### src/svgf_pkg.sv
// Shared types, codes and helpers of the SVG path segment flattener.
package svgf_pkg;

   localparam int COORD_W = 24;
   localparam int ACC_W   = 48;
   localparam int U_W     = 44;
   localparam int UL_W    = 22;
   localparam int ML_W    = 23;
   localparam int M_W     = 45;
   localparam int PP_W    = UL_W + ML_W;
   localparam int PROD_W  = U_W + M_W;
   localparam int Q_W     = 26;

   localparam logic [3:0] CMD_MOVE   = 4'd0;
   localparam logic [3:0] CMD_LINE   = 4'd1;
   localparam logic [3:0] CMD_HORIZ  = 4'd2;
   localparam logic [3:0] CMD_VERT   = 4'd3;
   localparam logic [3:0] CMD_CUBIC  = 4'd4;
   localparam logic [3:0] CMD_SCUBIC = 4'd5;
   localparam logic [3:0] CMD_QUAD   = 4'd6;
   localparam logic [3:0] CMD_SQUAD  = 4'd7;
   localparam logic [3:0] CMD_CLOSE  = 4'd8;

   localparam logic [1:0] KIND_NONE  = 2'd0;
   localparam logic [1:0] KIND_CUBIC = 2'd1;
   localparam logic [1:0] KIND_QUAD  = 2'd2;

   localparam logic [1:0] DEG_LINE  = 2'd1;
   localparam logic [1:0] DEG_QUAD  = 2'd2;
   localparam logic [1:0] DEG_CUBIC = 2'd3;

   typedef logic signed [COORD_W-1:0] coord_type;

   typedef struct packed {
      coord_type x;
      coord_type y;
   } point_type;

   typedef struct packed {
      logic [1:0] deg;
      point_type  p0;
      point_type  p1;
      point_type  p2;
      point_type  p3;
   } seg_type;

   function automatic coord_type sat24(input logic signed [Q_W-1:0] v);
      coord_type r;
      if (v > $signed(Q_W'(24'h7fffff))) begin
         r = 24'sh7fffff;
      end else if (v < -$signed(Q_W'(24'h800000))) begin
         r = 24'sh800000;
      end else begin
         r = v[COORD_W-1:0];
      end
      return r;
   endfunction

   function automatic coord_type add_sat(input coord_type a, input coord_type b);
      logic signed [Q_W-1:0] s;
      s = $signed({{2{a[COORD_W-1]}}, a}) + $signed({{2{b[COORD_W-1]}}, b});
      return sat24(s);
   endfunction

   function automatic coord_type reflect(input coord_type c, input coord_type l);
      logic signed [Q_W-1:0] s;
      s = $signed({c[COORD_W-1], c, 1'b0}) - $signed({{2{l[COORD_W-1]}}, l});
      return sat24(s);
   endfunction

endpackage

### src/svgf_queue.sv
// Two-entry segment queue between the front end and the sampler.
module svgf_queue (
   input  logic              clock,
   input  logic              reset,
   input  logic              push,
   input  svgf_pkg::seg_type push_seg,
   output logic              not_full,
   output logic              head_valid,
   output svgf_pkg::seg_type head_seg,
   input  logic              pop
);

   svgf_pkg::seg_type entries_ff [2];
   logic              wr_ptr_ff, rd_ptr_ff;
   logic [1:0]        count_ff;

   assign not_full   = (count_ff != 2'd2);
   assign head_valid = (count_ff != 2'd0);
   assign head_seg   = entries_ff[rd_ptr_ff];

   always_ff @(posedge clock) begin
      if (push) begin
         entries_ff[wr_ptr_ff] <= push_seg;
      end
   end

   always_ff @(posedge clock) begin
      if (reset) begin
         wr_ptr_ff <= 1'b0;
         rd_ptr_ff <= 1'b0;
         count_ff  <= 2'd0;
      end else begin
         if (push) begin
            wr_ptr_ff <= ~wr_ptr_ff;
         end
         if (pop) begin
            rd_ptr_ff <= ~rd_ptr_ff;
         end
         if (push && !pop) begin
            count_ff <= count_ff + 2'd1;
         end else if (pop && !push) begin
            count_ff <= count_ff - 2'd1;
         end
      end
   end

endmodule

### config.mk
export PLATFORM = sky130hd
export DESIGN_NAME = svgf_queue
export DESIGN_NICKNAME = d
export VERILOG_FILES = /design/src/svgf_pkg.sv /design/src/svgf_queue.sv
export SDC_FILE = /design/constraint.sdc
export NUM_CORES = 1
export LEC_CHECK = 0
export ABC_AREA = 1
export BUFFER_PORTS_ARGS = -buffer_cell sky130_fd_sc_hd__buf_2
export CORE_MARGIN = 2
export CORE_UTILIZATION = 53
export CTS_CLUSTER_DIAMETER = 30
export DETAILED_ROUTE_END_ITERATION = 8
export GPL_TIMING_DRIVEN = 0
export PLACE_DENSITY_LB_ADDON = 0.3
export SLEW_MARGIN = 20
export SYNTH_ARGS = -nofsm -noshare
export SYNTH_HDL_FRONTEND = slang
export SYNTH_SLANG_ARGS = --single-unit
### constraint.sdc
create_clock -name clock -period 16.96 [get_ports clock]
set_input_delay 5.088 -clock clock [delete_from_list [all_inputs] [get_ports clock]]
set_output_delay 5.088 -clock clock [all_outputs]
set_load 0.05 [all_outputs]
### Word level (Yosys, flattened, before mapping)

Memories as Yosys holds them, arrays and structs flattened. A register that Yosys moved wholly into a read port is not among the register bits.
Cells that the tools add are included.

| storage, ports and cells | value |
|---|---|
| logic and storage cells | 21 |
| bits in read-only memories | 0 |
| memories kept | 1 |
| input port bits | 198 |
| latch bits | 0 |
| bits in writable memories | 388 |
| register bits after elaboration | 4 |
| output and inout port bits | 196 |

Memories:

| name | words | width | rd ports | clocked after Yosys merged registers in | write ports | line | source |
|---|---|---|---|---|---|---|---|
| entries_ff | 2 | 194 | 1 | 1 | 1 | svgf_queue.sv:13 | `svgf_pkg::seg_type entries_ff [2];` |

| operators by class | value |
|---|---|
| eq/ne operators | 1 |
| $mul | 0 |
| $add $sub $neg | 2 |
| order comparisons | 0 |
| div/mod/pow operators | 0 |
| reduce and logical (&&, ||, !) cells | 6 |
| shifts and indexed selects | 0 |
| muxes and demuxes | 6 |
| bitwise logic cells | 2 |

Operators with widths:

| kind | count |
|---|---|
| two-way mux 1 bit | 4 |
| two-way mux 2 bit | 2 |
| nonzero test 2 bit | 2 |
| adder 2 x 1 -> 2 bit, second input constant | 1 |
| logical AND 1 bit | 2 |
| zero test 1 bit | 2 |
| inequality test 2 bit, second input constant | 1 |
| NOT 1 bit | 2 |
| subtractor 2 x 1 -> 2 bit, second input constant | 1 |

### Depth between registers and ports, before layout

| logic depth | value |
|---|---|
| depth in word-level cells | 4 |
| mapped depth | 8 |
| gate-level depth less buffers | 8 |

### Worst setup path before layout

Ideal clock, no wire load.

| path | value |
|---|---|
| kind | input -> register |
| start point | in push |
| end point | mem entries_ff[0][0] in the netlist's numbering, enable pin |
| arrival | 13.235 ns |
| setup slack | 2.968 ns |
| cell stages on the path | 2 |
| data required time | 16.203 ns |
| library setup time | 0.757 ns |
| buffers on the path | 0 |
| cells stage by stage | inv_1 nor2_1 |

| on the way | value |
|---|---|
| cells in the longest elaborated chain, start to end | 2 |

RTL lines:

| item | line | source |
|---|---|---|
| start: declaration | svgf_queue.sv:5 | `input logic push,` |
| two-way mux 1 bit | svgf_queue.sv:22 | `if (push) begin` |
| two-way mux 1 bit (implied by the code) | svgf_queue.sv:23 | `entries_ff[wr_ptr_ff] <= push_seg;` |
| end: declaration | svgf_queue.sv:13 |  |

No other way between the ends.

==> flow_summary_export.csv <==
group,metric,value,unit
power,peakVddDrop,107.2,µV
sta,post-route-min-period,7.031,ns
routing,viasPerCell,4.941,
grt,gr-total-overflow,0,
sta,relSlewSlack,65.02,%
routing,drc,0,
power,power,3.044,mW
logic_synthesis,synth_nets,836,
logic_synthesis,synth_compound_area_share,0.06720,%
finish,layout-drive-gt1-share,62.98,%
finish,mostFrequentLayoutCells,"396 x buf_2, 388 x edfxtp_1, 160 x mux2_4",
routing,finalWirelength,30930,µm
worst_setup_path,arrival,1.94,ns
logic_synthesis,synth_top_family_by_area,"multiplexers",
place,dp_slack,10.19,ns
clock_tree,clock_path_buffers,3,
logic_synthesis,synthCells,637,
power,powerDensity,150.6,mW/mm²
sta,tightestPinTransition,0.5247,ns
clock_tree,cts_setup_buffers,0,
worst_setup_path,crit_required,11.87,ns
routing,num_vias,7733,
clock_tree,h-tree-depth,3,
finish,layout_commonest_cell,"buf_2",
grt,grt_pass1_vias,8005,
grt,grt_pass1_wl,43660,µm
sta,worst_clock_skew,0.01237,ns
hold_path,hp-start,"rd_ptr_ff$_SDFFE_PP0P_",
logic_synthesis,synthMuxAreaShare,18.70,%
logic_synthesis,synth.distinct_cells,17,
routing,drt_iter0_markers,361,
finish,stdcell_area,0.02021,mm²
logic_synthesis,syn_area,0.01490,mm²
clock_tree,root_buffer,"clkbuf_16",
clock_tree,cts-buffers-inserted,73,
logic_synthesis,ys_warn_count,0,
finish,layout.nets,1315,
logic_synthesis,ys_ff_latch,393,
grt,track_usage,20.15,%
hold_path,hold_path_class,"flop to flop",
grt,antenna_found_initial,15,
routing,wire_per_inst,19.77,µm
worst_setup_path,path_class,"flop to output pin",
grt,grt_max_degree,71,
clock_tree,clock_sinks,393,
die,die_x,171.6,µm
sta,postLayoutSetupSlackWorst,9.929,ns
place,dp_hpwl,20750,µm
worst_setup_path,start_kind,"flop",
place,dpl_cell_area,0.01760,mm²
hold_path,worst_hold_path.num_cells,2,
run,max-cap-violations,0,
logic_synthesis,yosys.area_share.xor_xnor,0.05880,%
finish,utilization,72.94,%
sta,rsz0062_at_grt,"false",
power,power_leakage,8.113,nW
sta,whs,0.5269,ns
sta,report.final.slew_viol_count,0,
routing,antenna_left,0,
sta,max_freq,0.1422,GHz
sta,final.period_utilization,41.46,%
place,io_buffers,393,
routing,drt-pass1-iter-count,6,
worst_setup_path,worst_r2r_path_depth,5,
die,pin_count,394,
worst_setup_path,r2r-start,"wr_ptr_ff$_SDFFE_PP0P_",
logic_synthesis,avgSynthCellArea,23.38,µm²
clock_tree,post_cts_resized,0,
finish,areaGrowthSynthToFinish,35.66,%
die,die_area,0.02946,mm²
status,status,"finished clean",
die,core_area,0.02771,mm²
worst_setup_path,crit_fanout,10,
clock_tree,insertion_delay,0.55,ns
die,fp.dieH,171.6,µm
clock_tree,ctsHoldBuffers,0,
worst_setup_path,endpoint_kind,"output pin",
grt,top_usage_layer,"met2",
logic_synthesis,synthAdderAreaFrac,0.08400,%
grt,met1_usage,19.56,%
logic_synthesis,yosys.area_share.simple,0.4116,%
grt,use_met3,10.70,%
grt,grt_util_met2,35.20,%
die,start_util,53.76,%
sta,setup_viol,0,
die,rows,61,
clock_tree,cts_tree,"built",
sta,hold_violations,0,
clock_tree,clkTransAtPathRegs,0.05,ns
place,place_congestion,0.7541,
logic_synthesis,seq_area_frac_synth,78.89,%
layer usage:
metal  share of wire, %  up-vias
met4                3.2       14
met5               0.27        -
li1                   -     3550
met1                 33     3735
met3                 12       80
met2                 51      354
area by class of cell:
cell class,count,area (µm²)
Sequential cell,393,11750
Fill cell,1665,7498
Multi-Input combinational cell,213,2885
Timing Repair Buffer,404,2212
Clock buffer,87,1922
Clock inverter,47,659.4
Tap cell,378,473.0
Buffer,22,232.7
Inverter,9,41.29
Antenna cell,12,30.03
critical path, cell delays in order, from the launching register on:
cell	delay, ns
dfxtp_1	0.31
buf_6	0.12
buf_6	0.19
buf_6	0.23
mux2_4	0.33
buf_2	0.22
synth_stat cells:
cell type / number / area share, %
nor2_1: 5 / 0.13
buf_6: 18 / 1.4
xnor2_1: 1 / 0.059
nand3_1: 1 / 0.034
buf_2: 3 / 0.10
nand2_1: 7 / 0.18
mux2_2: 34 / 2.6
nor3_1: 1 / 0.034
dfxtp_1: 5 / 0.67
mux2_4: 160 / 16
ha_1: 1 / 0.084
nand4_1: 1 / 0.042
buf_8: 1 / 0.10
edfxtp_1: 388 / 78
inv_1: 9 / 0.23
a21oi_1: 1 / 0.034
o21ai_0: 1 / 0.034
per-stage QoR:
stage / cells / TNS (ns)
floorplan: 637 / 0
global placement: 1408 / -319.47
detailed placement: 1419 / 0
CTS: 1553 / 0
global route: 1558 / 0
finish: 1565 / 0
worst paths after layout:
kind                                      end  slack [ns]
setup / recovery                head_seg[168]        9.93
hold / removal                           flop        0.53
hold reg to reg                          flop        0.53
setup reg to reg  entries_ff[0][28]$_DFFE_PP_       15.10
logic make-up after synthesis:
group	after synthesis
AOI/OAI and AO/OA	2
DFF	393
buffers and inverters	31
adders and majority gates	1
and+or+nand+nor	15
xor gates and xnor gates	1
muxes	194
sequential cells by signal, summed over array words and instances, names as in the netlist, named ones only:
name / flops
rd_ptr_ff: 1
wr_ptr_ff: 1
count_ff: 2
entries_ff: 388
where the power goes:
part | switching, mW | internal, mW | total, mW
Sequential | 0.0126 | 1.13 | 1.14
Clock | 0.473 | 1.01 | 1.49
Combinational | 0.278 | 0.137 | 0.416
Total | 0.764 | 2.28 | 3.04
No activity file was read; power rests on OpenSTA's default activity.
